## config.mk

```make
export PLATFORM = sky130hd
export DESIGN_NAME = angular_distortion_metric
export DESIGN_NICKNAME = d
export VERILOG_FILES = /design/src/rtl/adm_pkg.sv /design/src/rtl/adm_mul.sv /design/src/rtl/adm_div.sv /design/src/rtl/angular_distortion_metric.sv
export SDC_FILE = /design/constraint.sdc
export NUM_CORES = 2
export LEC_CHECK = 0
export BUFFER_PORTS_ARGS = -buffer_cell sky130_fd_sc_hd__buf_2
export CELL_PAD_IN_SITES_DETAIL_PLACEMENT = 0
export CELL_PAD_IN_SITES_GLOBAL_PLACEMENT = 1
export CORE_UTILIZATION = 45
export DETAILED_ROUTE_END_ITERATION = 7
export PLACE_DENSITY_LB_ADDON = 0.12
export SETUP_SLACK_MARGIN = 0.02
export SLEW_MARGIN = 5
export SYNTH_ARGS = -nofsm -noshare
export SYNTH_HDL_FRONTEND = slang
export SYNTH_SLANG_ARGS = --single-unit
```

## constraint.sdc

```tcl
create_clock -name clk_i -period 7.45 [get_ports clk_i]
set_input_delay 1.8625 -clock clk_i [delete_from_list [all_inputs] [get_ports clk_i]]
set_output_delay 1.8625 -clock clk_i [all_outputs]
set_load 0.02 [all_outputs]
```

## src/rtl/adm_pkg.sv

```systemverilog
`timescale 1ns / 1ps
`default_nettype none

package adm_pkg;

  // default coordinate width, signed Q16.8
  localparam int unsigned COORD_BITS_DEF = 24;

  // ray components are brought below 2^RAY_LIMIT_W before squaring
  localparam int unsigned RAY_LIMIT_W = 30;

  // squared cosine ratio, Q0.16 with room for 1.0
  localparam int unsigned RATIO_W = 17;
  localparam logic [RATIO_W-1:0] ONE_Q16 = 17'h10000;

  localparam int unsigned WEIGHT_W = 16;
  localparam logic [WEIGHT_W-1:0] WEIGHT_RESET = 16'h0100;

  localparam int unsigned OUT_W = 24;
  localparam int unsigned FRAC_SHIFT = 8;

  localparam int unsigned APB_ADDR_W = 4;
  localparam int unsigned APB_DATA_W = 32;

  typedef enum logic [1:0] {
    REG_CAMERA_X,
    REG_CAMERA_Y,
    REG_CAMERA_Z,
    REG_WEIGHT
  } adm_reg_e;

  // multiply sequence run by the shared serial multiplier
  typedef enum logic [3:0] {
    OP_DOT_X,
    OP_DOT_Y,
    OP_DOT_Z,
    OP_LA_X,
    OP_LA_Y,
    OP_LA_Z,
    OP_LP_X,
    OP_LP_Y,
    OP_LP_Z,
    OP_NUM,
    OP_DEN,
    OP_WEIGHT
  } adm_op_e;

  typedef enum logic [2:0] {
    ST_IDLE,
    ST_RAY,
    ST_ISSUE,
    ST_WAIT,
    ST_DIV,
    ST_UPDATE,
    ST_FINISH
  } adm_state_e;

  typedef logic [RATIO_W-1:0] ratio_t;

endpackage

`default_nettype wire

```

## src/rtl/adm_mul.sv

```systemverilog
`timescale 1ns / 1ps
`default_nettype none

module adm_mul #(
  parameter int unsigned OP_W = 50
) (
  input  logic              clk_i,
  input  logic              rst_ni,
  input  logic              start_i,
  input  logic [OP_W-1:0]   a_i,
  input  logic [OP_W-1:0]   b_i,
  output logic              done_o,
  output logic [2*OP_W-1:0] prod_o
);

  localparam int unsigned CNT_W = $clog2(OP_W + 1);

  logic [OP_W-1:0]  a_q;
  logic [OP_W-1:0]  hi_q;
  logic [OP_W-1:0]  lo_q;
  logic [CNT_W-1:0] cnt_q;
  logic             busy_q;
  logic             done_q;
  logic [OP_W:0]    sum;

  // one multiplier bit per cycle, lsb first; product bits shift into lo_q
  assign sum = {1'b0, hi_q} + (lo_q[0] ? {1'b0, a_q} : {(OP_W+1){1'b0}});

  always_ff @(posedge clk_i or negedge rst_ni) begin
    if (!rst_ni) begin
      busy_q <= 1'b0;
      done_q <= 1'b0;
      cnt_q  <= '0;
    end else if (start_i) begin
      busy_q <= 1'b1;
      done_q <= 1'b0;
      cnt_q  <= CNT_W'(OP_W);
    end else begin
      done_q <= busy_q && (cnt_q == CNT_W'(1));
      if (busy_q) begin
        cnt_q <= cnt_q - CNT_W'(1);
        if (cnt_q == CNT_W'(1)) begin
          busy_q <= 1'b0;
        end
      end
    end
  end

  always_ff @(posedge clk_i) begin
    if (start_i) begin
      a_q  <= a_i;
      hi_q <= '0;
      lo_q <= b_i;
    end else if (busy_q) begin
      hi_q <= sum[OP_W:1];
      lo_q <= {sum[0], lo_q[OP_W-1:1]};
    end
  end

  assign done_o = done_q;
  assign prod_o = {hi_q, lo_q};

  a_start_idle: assert property (@(posedge clk_i) disable iff (!rst_ni)
    start_i |-> !busy_q)
    else $error("multiplier restarted while busy");

  a_busy_count: assert property (@(posedge clk_i) disable iff (!rst_ni)
    busy_q |-> cnt_q != '0)
    else $error("multiplier busy with empty bit count");

  a_done_pulse: assert property (@(posedge clk_i) disable iff (!rst_ni)
    done_q |-> $past(busy_q))
    else $error("multiplier done without a run");

endmodule

`default_nettype wire

```

## src/rtl/adm_div.sv

```systemverilog
`timescale 1ns / 1ps
`default_nettype none

module adm_div #(
  parameter int unsigned NUM_W = 100
) (
  input  logic                       clk_i,
  input  logic                       rst_ni,
  input  logic                       start_i,
  input  logic [NUM_W-1:0]           num_i,
  input  logic [NUM_W-1:0]           den_i,
  output logic                       done_o,
  output logic [adm_pkg::RATIO_W-1:0] quot_o
);

  import adm_pkg::*;

  localparam int unsigned STEP_W = $clog2(RATIO_W);
  localparam logic [STEP_W-1:0] LAST_STEP = STEP_W'(RATIO_W - 1);

  logic [NUM_W:0]   rem_q;
  logic [NUM_W-1:0] den_q;
  ratio_t           q_q;
  logic [STEP_W-1:0] step_q;
  logic             busy_q;
  logic             done_q;
  logic [NUM_W:0]   trial;
  logic [NUM_W:0]   diff;
  logic             ge;

  // restoring division, one quotient bit per cycle, integer bit first
  always_comb begin
    trial = (step_q == '0) ? rem_q : {rem_q[NUM_W-1:0], 1'b0};
    diff  = trial - {1'b0, den_q};
    ge    = trial >= {1'b0, den_q};
  end

  always_ff @(posedge clk_i or negedge rst_ni) begin
    if (!rst_ni) begin
      busy_q <= 1'b0;
      done_q <= 1'b0;
      step_q <= '0;
    end else if (start_i) begin
      busy_q <= 1'b1;
      done_q <= 1'b0;
      step_q <= '0;
    end else begin
      done_q <= busy_q && (step_q == LAST_STEP);
      if (busy_q) begin
        if (step_q == LAST_STEP) begin
          busy_q <= 1'b0;
        end else begin
          step_q <= step_q + STEP_W'(1);
        end
      end
    end
  end

  always_ff @(posedge clk_i) begin
    if (start_i) begin
      rem_q <= {1'b0, num_i};
      den_q <= den_i;
    end else if (busy_q) begin
      rem_q <= ge ? diff : trial;
      q_q   <= {q_q[RATIO_W-2:0], ge};
    end
  end

  // zero denominator yields all ones, clamped to 1.0
  assign quot_o = q_q[RATIO_W-1] ? ONE_Q16 : q_q;
  assign done_o = done_q;

  a_start_idle: assert property (@(posedge clk_i) disable iff (!rst_ni)
    start_i |-> !busy_q)
    else $error("divider restarted while busy");

  a_step_range: assert property (@(posedge clk_i) disable iff (!rst_ni)
    busy_q |-> step_q <= LAST_STEP)
    else $error("divider step out of range");

  a_done_single: assert property (@(posedge clk_i) disable iff (!rst_ni)
    done_q |=> !done_q)
    else $error("divider done held longer than one cycle");

endmodule

`default_nettype wire

```

## src/rtl/angular_distortion_metric.sv

```systemverilog
// Angular distortion metric. Each input word is one pair of control points,
// actual and projected, in signed Q16.8; both become rays from the camera
// position held in the registers at 0x0, 0x4 and 0x8, and the block keeps the
// running minimum of the squared cosine between the rays, dot^2 / (|a|^2 |p|^2)
// in Q0.16, a zero-length ray counting as 1.0. The word with last_point set
// closes the set and produces one result word, (1 - minimum) times the Q8.8
// weight at 0xC, as unsigned Q8.16; the next word starts a new set. All
// products go through one shared bit-serial multiplier that retires one
// multiplier bit per cycle over S = 2*min(COORD_BITS,30)+2 bits, eleven
// products per word, followed by a restoring divider that forms the 17-bit
// quotient. A word that closes a set also runs the weighting product and the
// hand-off to the output register. Words are taken one at a time; a waiting
// result sits in its own output register and stalls the block only when a
// new result is ready before the old one is taken.
`timescale 1ns / 1ps
`default_nettype none

module angular_distortion_metric #(
  parameter int unsigned COORD_BITS = adm_pkg::COORD_BITS_DEF
) (
  input  logic                           clk_i,
  input  logic                           rst_ni,
  // configuration port
  input  logic                           psel,
  input  logic                           penable,
  input  logic                           pwrite,
  input  logic [adm_pkg::APB_ADDR_W-1:0] paddr,
  input  logic [adm_pkg::APB_DATA_W-1:0] pwdata,
  output logic [adm_pkg::APB_DATA_W-1:0] prdata,
  output logic                           pready,
  // input words
  input  logic                           in_valid_i,
  output logic                           in_ready_o,
  input  logic signed [COORD_BITS-1:0]   actual_x_i,
  input  logic signed [COORD_BITS-1:0]   actual_y_i,
  input  logic signed [COORD_BITS-1:0]   actual_z_i,
  input  logic signed [COORD_BITS-1:0]   projected_x_i,
  input  logic signed [COORD_BITS-1:0]   projected_y_i,
  input  logic signed [COORD_BITS-1:0]   projected_z_i,
  input  logic                           last_point_i,
  // result words
  output logic                           out_valid_o,
  input  logic                           out_ready_i,
  output logic [adm_pkg::OUT_W-1:0]      distortion_o
);

  import adm_pkg::*;

  // ray magnitudes are cut to at most RAY_LIMIT_W bits
  localparam int unsigned MAG_W = (COORD_BITS > RAY_LIMIT_W) ? RAY_LIMIT_W : COORD_BITS;
  // shift amount for wide rays, at least one bit wide
  localparam int unsigned SH_W  = $clog2(COORD_BITS - MAG_W + 2);
  // sum of three squares of MAG_W-bit values
  localparam int unsigned SUM_W = 2 * MAG_W + 2;
  localparam int unsigned NUM_W = 2 * SUM_W;

  // ---------------------------------------------------------------------
  // configuration registers
  // ---------------------------------------------------------------------
  logic signed [COORD_BITS-1:0] cam_q [3];
  logic [WEIGHT_W-1:0]          weight_q;
  logic                         cfg_wr;
  adm_reg_e                     cfg_idx;

  assign pready = 1'b1;
  assign cfg_wr = psel && penable && pwrite;
  assign cfg_idx = adm_reg_e'(paddr[APB_ADDR_W-1:2]);

  always_ff @(posedge clk_i or negedge rst_ni) begin
    if (!rst_ni) begin
      cam_q[0] <= '0;
      cam_q[1] <= '0;
      cam_q[2] <= '0;
      weight_q <= WEIGHT_RESET;
    end else if (cfg_wr) begin
      unique case (cfg_idx)
        REG_CAMERA_X: cam_q[0] <= pwdata[COORD_BITS-1:0];
        REG_CAMERA_Y: cam_q[1] <= pwdata[COORD_BITS-1:0];
        REG_CAMERA_Z: cam_q[2] <= pwdata[COORD_BITS-1:0];
        REG_WEIGHT:   weight_q <= pwdata[WEIGHT_W-1:0];
      endcase
    end
  end

  // camera coordinates read back sign-extended
  always_comb begin
    unique case (cfg_idx)
      REG_CAMERA_X: prdata = APB_DATA_W'(cam_q[0]);
      REG_CAMERA_Y: prdata = APB_DATA_W'(cam_q[1]);
      REG_CAMERA_Z: prdata = APB_DATA_W'(cam_q[2]);
      REG_WEIGHT:   prdata = APB_DATA_W'(weight_q);
    endcase
  end

  // ---------------------------------------------------------------------
  // sequencer
  // ---------------------------------------------------------------------
  adm_state_e state_q, state_d;
  adm_op_e    op_q;
  logic       last_q;
  logic       mul_start;
  logic       mul_done;
  logic       div_start;
  logic       div_done;
  logic       out_load;
  logic       out_valid_q;

  always_comb begin
    state_d = state_q;
    unique case (state_q)
      ST_IDLE:   if (in_valid_i) state_d = ST_RAY;
      ST_RAY:    state_d = ST_ISSUE;
      ST_ISSUE:  state_d = ST_WAIT;
      ST_WAIT: begin
        if (mul_done) begin
          if (op_q == OP_DEN) begin
            state_d = ST_DIV;
          end else if (op_q == OP_WEIGHT) begin
            state_d = ST_FINISH;
          end else begin
            state_d = ST_ISSUE;
          end
        end
      end
      ST_DIV:    if (div_done) state_d = ST_UPDATE;
      ST_UPDATE: state_d = last_q ? ST_ISSUE : ST_IDLE;
      ST_FINISH: if (!out_valid_q || out_ready_i) state_d = ST_IDLE;
      default:   state_d = ST_IDLE;
    endcase
  end

  always_comb begin
    in_ready_o = (state_q == ST_IDLE);
    mul_start  = (state_q == ST_ISSUE);
    div_start  = (state_q == ST_WAIT) && mul_done && (op_q == OP_DEN);
    out_load   = (state_q == ST_FINISH) && (!out_valid_q || out_ready_i);
  end

  always_ff @(posedge clk_i or negedge rst_ni) begin
    if (!rst_ni) begin
      state_q <= ST_IDLE;
      op_q    <= OP_DOT_X;
      last_q  <= 1'b0;
    end else begin
      state_q <= state_d;
      if (in_valid_i && in_ready_o) begin
        last_q <= last_point_i;
      end
      if (state_q == ST_RAY) begin
        op_q <= OP_DOT_X;
      end else if (state_q == ST_WAIT && mul_done && op_q != OP_DEN &&
                   op_q != OP_WEIGHT) begin
        op_q <= adm_op_e'(op_q + 4'd1);
      end else if (state_q == ST_UPDATE) begin
        op_q <= OP_WEIGHT;
      end
    end
  end

  // ---------------------------------------------------------------------
  // rays: differences taken at acceptance, magnitude and reduction next
  // ---------------------------------------------------------------------
  logic signed [COORD_BITS-1:0] pt_in   [6];
  logic [COORD_BITS:0]          diff_q  [6];
  logic [COORD_BITS:0]          ray_abs [6];
  logic                         ray_neg [6];
  logic [COORD_BITS-1:0]        ray_or  [2];
  logic [SH_W-1:0]              ray_sh  [2];
  logic [MAG_W-1:0]             ray_mag [6];
  logic [MAG_W-1:0]             mag_q   [6];
  logic                         neg_q   [6];

  // slots 0..2 actual point, 3..5 projected point
  assign pt_in[0] = actual_x_i;
  assign pt_in[1] = actual_y_i;
  assign pt_in[2] = actual_z_i;
  assign pt_in[3] = projected_x_i;
  assign pt_in[4] = projected_y_i;
  assign pt_in[5] = projected_z_i;

  always_ff @(posedge clk_i) begin
    if (in_valid_i && in_ready_o) begin
      for (int g = 0; g < 2; g++) begin
        for (int c = 0; c < 3; c++) begin
          diff_q[3*g+c] <= {pt_in[3*g+c][COORD_BITS-1], pt_in[3*g+c]} -
                           {cam_q[c][COORD_BITS-1], cam_q[c]};
        end
      end
    end
  end

  always_comb begin
    for (int i = 0; i < 6; i++) begin
      ray_neg[i] = diff_q[i][COORD_BITS];
      ray_abs[i] = ray_neg[i] ? (~diff_q[i] + {{COORD_BITS{1'b0}}, 1'b1}) : diff_q[i];
    end
    for (int g = 0; g < 2; g++) begin
      ray_or[g] = ray_abs[3*g][COORD_BITS-1:0] | ray_abs[3*g+1][COORD_BITS-1:0] |
                  ray_abs[3*g+2][COORD_BITS-1:0];
      // smallest shift that brings every component of the ray below the limit
      ray_sh[g] = '0;
      for (int b = RAY_LIMIT_W; b < COORD_BITS; b++) begin
        if (ray_or[g][b]) ray_sh[g] = SH_W'(b - RAY_LIMIT_W + 1);
      end
      for (int c = 0; c < 3; c++) begin
        ray_mag[3*g+c] = MAG_W'(ray_abs[3*g+c][COORD_BITS-1:0] >> ray_sh[g]);
      end
    end
  end

  // ---------------------------------------------------------------------
  // products and sums
  // ---------------------------------------------------------------------
  logic signed [SUM_W:0] dot_q;
  logic [SUM_W-1:0]      la_q;
  logic [SUM_W-1:0]      lp_q;
  logic [SUM_W-1:0]      dmag;
  logic [NUM_W-1:0]      num_q;
  logic [SUM_W-1:0]      mul_a;
  logic [SUM_W-1:0]      mul_b;
  logic [NUM_W-1:0]      mul_prod;
  logic [SUM_W-1:0]      prod_lo;
  logic                  dot_sub;
  ratio_t                min_q;
  ratio_t                min_new;
  ratio_t                quot;
  ratio_t                err;
  logic                  have_q;

  assign dmag    = dot_q[SUM_W] ? SUM_W'(-dot_q) : dot_q[SUM_W-1:0];
  assign prod_lo = mul_prod[SUM_W-1:0];
  assign err     = ONE_Q16 - min_q;

  always_comb begin
    mul_a   = '0;
    mul_b   = '0;
    dot_sub = 1'b0;
    unique case (op_q)
      OP_DOT_X: begin
        mul_a   = SUM_W'(mag_q[0]);
        mul_b   = SUM_W'(mag_q[3]);
        dot_sub = neg_q[0] ^ neg_q[3];
      end
      OP_DOT_Y: begin
        mul_a   = SUM_W'(mag_q[1]);
        mul_b   = SUM_W'(mag_q[4]);
        dot_sub = neg_q[1] ^ neg_q[4];
      end
      OP_DOT_Z: begin
        mul_a   = SUM_W'(mag_q[2]);
        mul_b   = SUM_W'(mag_q[5]);
        dot_sub = neg_q[2] ^ neg_q[5];
      end
      OP_LA_X: begin
        mul_a = SUM_W'(mag_q[0]);
        mul_b = SUM_W'(mag_q[0]);
      end
      OP_LA_Y: begin
        mul_a = SUM_W'(mag_q[1]);
        mul_b = SUM_W'(mag_q[1]);
      end
      OP_LA_Z: begin
        mul_a = SUM_W'(mag_q[2]);
        mul_b = SUM_W'(mag_q[2]);
      end
      OP_LP_X: begin
        mul_a = SUM_W'(mag_q[3]);
        mul_b = SUM_W'(mag_q[3]);
      end
      OP_LP_Y: begin
        mul_a = SUM_W'(mag_q[4]);
        mul_b = SUM_W'(mag_q[4]);
      end
      OP_LP_Z: begin
        mul_a = SUM_W'(mag_q[5]);
        mul_b = SUM_W'(mag_q[5]);
      end
      OP_NUM: begin
        mul_a = dmag;
        mul_b = dmag;
      end
      OP_DEN: begin
        mul_a = la_q;
        mul_b = lp_q;
      end
      OP_WEIGHT: begin
        mul_a = SUM_W'(err);
        mul_b = SUM_W'(weight_q);
      end
      default: begin
        mul_a = '0;
        mul_b = '0;
      end
    endcase
  end

  always_ff @(posedge clk_i) begin
    if (state_q == ST_RAY) begin
      mag_q <= ray_mag;
      neg_q <= ray_neg;
      dot_q <= '0;
      la_q  <= '0;
      lp_q  <= '0;
    end else if (state_q == ST_WAIT && mul_done) begin
      unique case (op_q)
        OP_DOT_X, OP_DOT_Y, OP_DOT_Z: begin
          dot_q <= dot_sub ? dot_q - $signed({1'b0, prod_lo})
                           : dot_q + $signed({1'b0, prod_lo});
        end
        OP_LA_X, OP_LA_Y, OP_LA_Z: la_q <= la_q + prod_lo;
        OP_LP_X, OP_LP_Y, OP_LP_Z: lp_q <= lp_q + prod_lo;
        OP_NUM:  num_q <= mul_prod;
        default: ;
      endcase
    end
  end

  adm_mul #(
    .OP_W (SUM_W)
  ) u_mul (
    .clk_i   (clk_i),
    .rst_ni  (rst_ni),
    .start_i (mul_start),
    .a_i     (mul_a),
    .b_i     (mul_b),
    .done_o  (mul_done),
    .prod_o  (mul_prod)
  );

  // den comes straight from the multiplier as it finishes la * lp
  adm_div #(
    .NUM_W (NUM_W)
  ) u_div (
    .clk_i   (clk_i),
    .rst_ni  (rst_ni),
    .start_i (div_start),
    .num_i   (num_q),
    .den_i   (mul_prod),
    .done_o  (div_done),
    .quot_o  (quot)
  );

  // ---------------------------------------------------------------------
  // running minimum and result
  // ---------------------------------------------------------------------
  assign min_new = (!have_q || quot < min_q) ? quot : min_q;

  always_ff @(posedge clk_i or negedge rst_ni) begin
    if (!rst_ni) begin
      min_q  <= ONE_Q16;
      have_q <= 1'b0;
    end else if (state_q == ST_UPDATE) begin
      min_q  <= min_new;
      have_q <= 1'b1;
    end else if (out_load) begin
      // set closed, start over
      min_q  <= ONE_Q16;
      have_q <= 1'b0;
    end
  end

  logic [OUT_W-1:0] out_data_d;
  logic [OUT_W-1:0] out_data_q;

  // weighted error is Q8.24 before dropping eight fraction bits
  assign out_data_d = (|mul_prod[NUM_W-1:FRAC_SHIFT+OUT_W]) ? {OUT_W{1'b1}}
                    : mul_prod[FRAC_SHIFT+OUT_W-1:FRAC_SHIFT];

  always_ff @(posedge clk_i or negedge rst_ni) begin
    if (!rst_ni) begin
      out_valid_q <= 1'b0;
    end else if (out_load) begin
      out_valid_q <= 1'b1;
    end else if (out_ready_i) begin
      out_valid_q <= 1'b0;
    end
  end

  always_ff @(posedge clk_i) begin
    if (out_load) begin
      out_data_q <= out_data_d;
    end
  end

  assign out_valid_o  = out_valid_q;
  assign distortion_o = out_data_q;

  // ---------------------------------------------------------------------
  // checks
  // ---------------------------------------------------------------------
  a_min_range: assert property (@(posedge clk_i) disable iff (!rst_ni)
    min_q <= ONE_Q16)
    else $error("running minimum above one");

  a_finish_last: assert property (@(posedge clk_i) disable iff (!rst_ni)
    state_q == ST_FINISH |-> last_q)
    else $error("result produced for a word that does not close the set");

  a_mul_done_wait: assert property (@(posedge clk_i) disable iff (!rst_ni)
    mul_done |-> state_q == ST_WAIT)
    else $error("multiplier finished outside the wait state");

  a_div_done_div: assert property (@(posedge clk_i) disable iff (!rst_ni)
    div_done |-> state_q == ST_DIV)
    else $error("divider finished outside the divide state");

endmodule

`default_nettype wire
```

# ---- After elaboration in Yosys (flattened, before gate mapping)
# Memories as Yosys holds them, arrays and structs flattened.
# Cells that the tools add are included.
dict set report word_totals {
  romBits 0
  output_inout_bits 59
  elab_cells 205
  input_bits 188
  ram_bits 150
  latchBits 0
  n_memories 1
  reg_bits 923
}
dict set report classes {
  reduce_logical 45
  div_mod_pow 0
  n_bitwise 11
  multipliers 0
  addsub 23
  order_cmp 2
  n_eq_ne 30
  n_shift 0
  mux 53
}
# memory words word_bits read_ports rd_clocked_by_memory_dff wr line_no
set memory_table {}
lappend memory_table {diff_q 6 25 6 0 6 angular_distortion_metric.sv:164} ;# logic [COORD_BITS:0] diff_q [6];
# op n
set ops {}
lappend ops {{$pmux W50 S9} 2}
lappend ops {{$mux W101} 2}
lappend ops {{$mux W100} 2}
lappend ops {{$mux W50} 4}
lappend ops {{$sub A24 B24 Y25} 6}
lappend ops {{$add A24 B1 Y24 const B} 6}
lappend ops {{$mux W24} 6}
lappend ops {{$not A24 Y24} 6}
lappend ops {{$pmux W32 S4} 1}
lappend ops {{$ge A101 B100 Y1} 1}
lappend ops {{$sub A101 B100 Y101} 1}
lappend ops {{$add A50 B50 Y50} 2}
lappend ops {{$mux W17} 4}
lappend ops {{$reduce_or A68 Y1} 1}
lappend ops {{$add A50 B51 Y51} 1}
lappend ops {{$add A51 B51 Y51} 1}
lappend ops {{$mux W51} 1}
lappend ops {{$sub A51 B51 Y51} 1}
lappend ops {{$neg A50 Y50} 1}
lappend ops {{$pmux W3 S7} 1}
lappend ops {{$reduce_and A2 Y1} 10}
lappend ops {{$mux W3} 6}
lappend ops {{$lt A17 B17 Y1} 1}
lappend ops {{$sub A17 B17 Y17 const A} 1}
lappend ops {{other kinds (38)} 96}

# ---- Longest topological paths before layout
dict set report logic_depth {
  depth_word 6
  ltp_mapped 25
  ltp_nobuf 24
}

# ---- Cells and area by module
# From an unflattened synthesis, not the netlist that was laid out.
dict set report hier_totals {
  hier_cells 7496
  area_unflattened_um2 71611.2
}
# mod seq_area_each_um2 area_per_inst_um2 n_inst cells_each
set modules_own_cells {}
lappend modules_own_cells {angular_distortion_metric 18635.4 45347.2 1 4780}
lappend modules_own_cells {adm_div 6711.4 17261.6 1 1857}
lappend modules_own_cells {adm_mul 4204.0 9002.4 1 859}

# ---- Worst setup path before layout
# OpenSTA, ideal clock, no wires.
dict set report synth_timing {
  kind {reg-to-reg}
  start {register state_q[0]}
  end {register mag_q[0] (netlist bit) (enable)}
  setup_time_ns 0.573
  synth_period_minus_slack_ns 6.120
  path_buffers 3
  t_required_ns 6.877
  stages_incl_launch_ff 7
  t_arrival_ns 5.547
  setup_slack_ns 1.330
  path_cell_list {dfrtp_1 clkbuf_1 nor2b_1 nand2b_1 inv_2 clkbuf_1 clkbuf_1}
}
dict set report synth_via {
  elab_chain_len 1
}
# element line_no
set synth_rtl {}
lappend synth_rtl {{start, declared} angular_distortion_metric.sv:98} ;# adm_state_e state_q, state_d;
lappend synth_rtl {{start signal, assigned} angular_distortion_metric.sv:145} ;# state_q <= state_d;
lappend synth_rtl {{$eq A3 B1 Y1} angular_distortion_metric.sv:298} ;# if (state_q == ST_RAY) begin
lappend synth_rtl {{end signal, assigned} angular_distortion_metric.sv:299} ;# mag_q <= ray_mag;
lappend synth_rtl {{end, declared} angular_distortion_metric.sv:170} ;# logic [MAG_W-1:0] mag_q [6];
# Every way passes these cells.
# A chain may end at the register's enable or synchronous reset.

# ---- Worst setup path in the final report
dict set report layout_timing {
  start {register neg_q[0] (netlist bit)}
  end {register dot_q[48]}
}
dict set report layout_via {
  elab_chain_len 3
}
# element line_no
set layout_rtl {}
lappend layout_rtl {{start, declared} angular_distortion_metric.sv:171} ;# logic neg_q [6];
lappend layout_rtl {{start signal, assigned} angular_distortion_metric.sv:300} ;# neg_q <= ray_neg;
lappend layout_rtl {{$xor A1 B1 Y1} angular_distortion_metric.sv:252} ;# dot_sub = neg_q[2] ^ neg_q[5];
lappend layout_rtl {{$pmux W1 S3} angular_distortion_metric.sv:238} ;# unique case (op_q)
lappend layout_rtl {{$mux W51} angular_distortion_metric.sv:307} ;# dot_q <= dot_sub ? dot_q - $signed({1'b0, prod_lo})
lappend layout_rtl {{end signal, assigned} angular_distortion_metric.sv:307}
lappend layout_rtl {{end, declared} angular_distortion_metric.sv:214} ;# logic signed [SUM_W:0] dot_q;
# Every way passes these cells.

==> key figures <==
Synthesis
  • Syn nets: 8156
  • Compound-Gate Fraction of Synth Area: 0.199
  • Synth Cell Area: 70800 um2
  • Yosys cell types: 95
  • Register area share after synthesis: 0.417
  • Yosys top cell by area: edfxtp_1
  • Synth Area in XOR/XNOR: 0.0774
  • Synth Flop Type: edfxtp_1
  • Syn Inst Count: 7482
  • Synth area leaders: edfxtp_1 31%, ha_1 8.4%, dfxtp_1 5.7%
  • Yosys top cell area share: 0.314
  • Yosys reg bits: 1073
  • Simple-gate portion of the synthesized area: 0.142
  • Avg Cell Area, Syn: 9.47 um2
  • Share of synthesized registers carrying an async set or reset: 0.121
  • Yosys warns: 0
  • Synth Area in Adders: 0.0870
  • Post-synth EDFFs: 741
  • Mux cell area share after synthesis: 0.0393
  • Largest family of logic cells by synthesized area: compound AO/OA/AOI/OAI gates

Global route
  • Routing usage on met2: 0.500
  • Routing usage on met1: 0.380
  • GRT Total Usage: 0.300
  • Total congestion overflow: 0
  • Routing usage on met3: 0.0370
  • Largest net degree at the start of global routing: 153
  • First-pass GRT wire length: 358000 um
  • Vias in the first global route: 55500
  • Antenna violations before repair: 11
  • Gr busiest metal: met2

CTS
  • H-Tree Depth: 3
  • Root Driver: clkbuf_16
  • CTS tree: done
  • Clock transition at path regs: 0.06 ns
  • Clk_lat worst skew: 0.76 ns
  • Post-CTS Resized: 0
  • Post-CTS setup buffer count: 0
  • Cts bufs inserted: 121
  • CTS Hold Bufs: 0
  • Max Root-Sink Buffers: 3
  • CTS Sinks: 1073

Worst setup path
  • Worst R2R Setup Slack: 0.78 ns
  • Worst-path fanout max: 21
  • RR Endpoint: dot_q[48]
  • R2r startpoint: neg_q[0]
  • CP arrival: 7.29 ns
  • Origin of the worst setup path: neg_q[0]
  • Endpoint class of the critical path: flop
  • Worst setup SP type: flop
  • Crit Path Category: flop to flop
  • Worst EP required: 8.07 ns
  • Reg2reg path depth: 20

Final layout
  • Fill count: 14700
  • Finished Layout Cells: 9740
  • Area Growth Syn to Fin: 10.4%
  • Layout Utilization: 0.501
  • Commonest non-fill, non-tap cells in the layout: 748 x nand2_1, 741 x edfxtp_1, 678 x a21oi_1
  • Final #Nets: 8243
  • Commonest non-fill, non-tap cell in the layout: nand2_1
  • Share of layout cells above drive strength 1: 0.102

Worst hold path
  • Hold Crit Start: u_div.q_q[12]
  • Worst Hold End: u_div.q_q[13]
  • Cells on Worst Hold Path: 0
  • Hold Path Class: flop to flop

Timing
  • Final Hold Fails: 0
  • Peak Freq: 150 MHz
  • Setup-failing EPs final: 0
  • Worst-Margin Slew: 1.23 ns
  • RSZ-0062 raised after global routing: no
  • Final min period: 6.67 ns
  • Max-slew violations: 0
  • Tcrit/Tclk final: 0.895
  • Setup TNS: 0 ns
  • Clk_skew: 0.0390 ns
  • Relative slew margins: 0.175

Placed design
  • Routability cong.: 1.01
  • Buffers on Ports: 235
  • Placed instance count: 9504
  • DP HPWL: 186000 um

Run status
  • Status: finished, violations left
  • Failing checks: design-rule violations

Die
  • Die area: 159000 um2
  • Die X: 399 um
  • Initial core utilization: 0.453
  • Row cnt: 145
  • Top Ports: 247
  • Die height: 399 um
  • Core ar.: 156000 um2

Drt
  • DRC Markers: 8
  • ANT nets after route: 0
  • Routed len/inst: 24.9 um
  • Via count: 57700
  • DRT iter0 DRCs: 5025
  • DRT Pass-1 Iters: 8
  • Final wirelength: 243000 um
  • Via-to-Cell Ratio: 5.93

Power and ir drop
  • Max VDD drop: 0.230 mV
  • Power per cell area: 334 nW/um2
  • Leak pwr: 0.0321 uW

Job
  • Max Cap Viol: 0
-- worst max-delay path, stage by stage (launching register included) --
cell       delay [ns]
edfxtp_1         0.38
xor2_1           0.84
a222oi_1         0.34
nor3_2           0.49
buf_4            0.37
a21oi_1          0.09
xnor2_1          0.16
ha_1             0.36
a21oi_1          0.27
o21bai_1         0.09
a21oi_1          0.15
nor4b_1          0.45
o21ai_0          0.19
buf_4            0.20
a2111oi_0        0.78
nor2_1           0.18
a311oi_1         0.60
o41ai_1          0.16
a21oi_1          0.20
xor2_1           0.15
o21ai_0          0.08
-- how the worst max path moves through the flow --
stage	endpoint	slack, ns	depth (start not counted)
finish	dot_q[48]	0.78	20
global route	dot_q[48]	0.43	20
CTS	dot_q[50]	0.93	24
detailed placement	dot_q[50]	0.91	24
global placement	dot_q[50]	0.93	24
floorplan	mag_q[0]	1.33	6
-- logic make-up (layout without fill, tap and decap cells) --
logic type / count (synthesis) / count (layout)
XOR/XNOR: 626 / 626
other: 1 / 6
flip-flops: 1073 / 1073
buffers and inverters: 716 / 911
adder cells (fa/ha/maj): 486 / 486
AND/OR/NAND/NOR: 2130 / 2130
multiplexers: 240 / 240
AO/OA/AOI/OAI: 2210 / 2210
-- stage by stage --
step	hold WS, ns	area, um2	power, uW	setup WS, ns
floorplan	0.426	70800	15900	1.33
global placement	0.435	74000	19600	0.932
detailed placement	0.435	74000	19700	0.910
CTS	0.450	78200	26100	0.929
global route	0.459	78200	27500	0.431
finish	0.449	78200	26100	0.784
-- Yosys cell counts (63+ instances only) --
cell type	count
ha_1	475
a21o_1	267
and2_1	77
nand4_1	95
a21oi_1	678
dfrtp_1	128
inv_1	363
a31oi_1	63
o21ai_0	521
dfxtp_1	202
mux2_2	146
nand2_1	750
nand3_1	139
nor3_1	95
xor2_1	187
mux2i_1	78
xnor2_1	439
o31ai_1	77
a211oi_1	67
nor2_1	520
o21a_1	68
clkbuf_1	305
nand2b_1	107
edfxtp_1	741
-- report_power, final --
part	total (uW)	internal, uW	switching, uW	leakage (uW)
registers	8770	7650	1120	0.0100
clock network	6340	3700	2640	0.00203
logic	11000	4100	6880	0.0200
-- sequential cells by signal, indices dropped and copies added (netlist names), 17 cells and up --
signal	flops
cam_q	72
diff_q	150
distortion_o	24
dot_q	51
la_q	50
lp_q	50
mag_q	144
min_q	17
num_q	100
u_div.den_q	100
u_div.q_q	17
u_div.rem_q	101
u_mul.a_q	50
u_mul.hi_q	50
u_mul.lo_q	50
-- per-layer routing --
layer,wire length [um],part of all wire,up-vias
met3,11500,0.047,396
met2,114000,0.47,1664
met1,102000,0.42,28000
li1,-,-,27700
met5,47,0.00019,-
met4,14700,0.061,10
-- final cells by class --
cell class	instances	area, um2	area share
antenna	5	12.5	0.000160
clock buffer	160	3360	0.0429
clock inverter	71	837	0.0107
inverter	365	1390	0.0178
multi-input combinational	5693	38700	0.494
sequential	1073	29600	0.378
tap	2058	2570	0.0329
timing repair buffer	315	1850	0.0236
No activity file was read; power rests on OpenSTA's default activity.
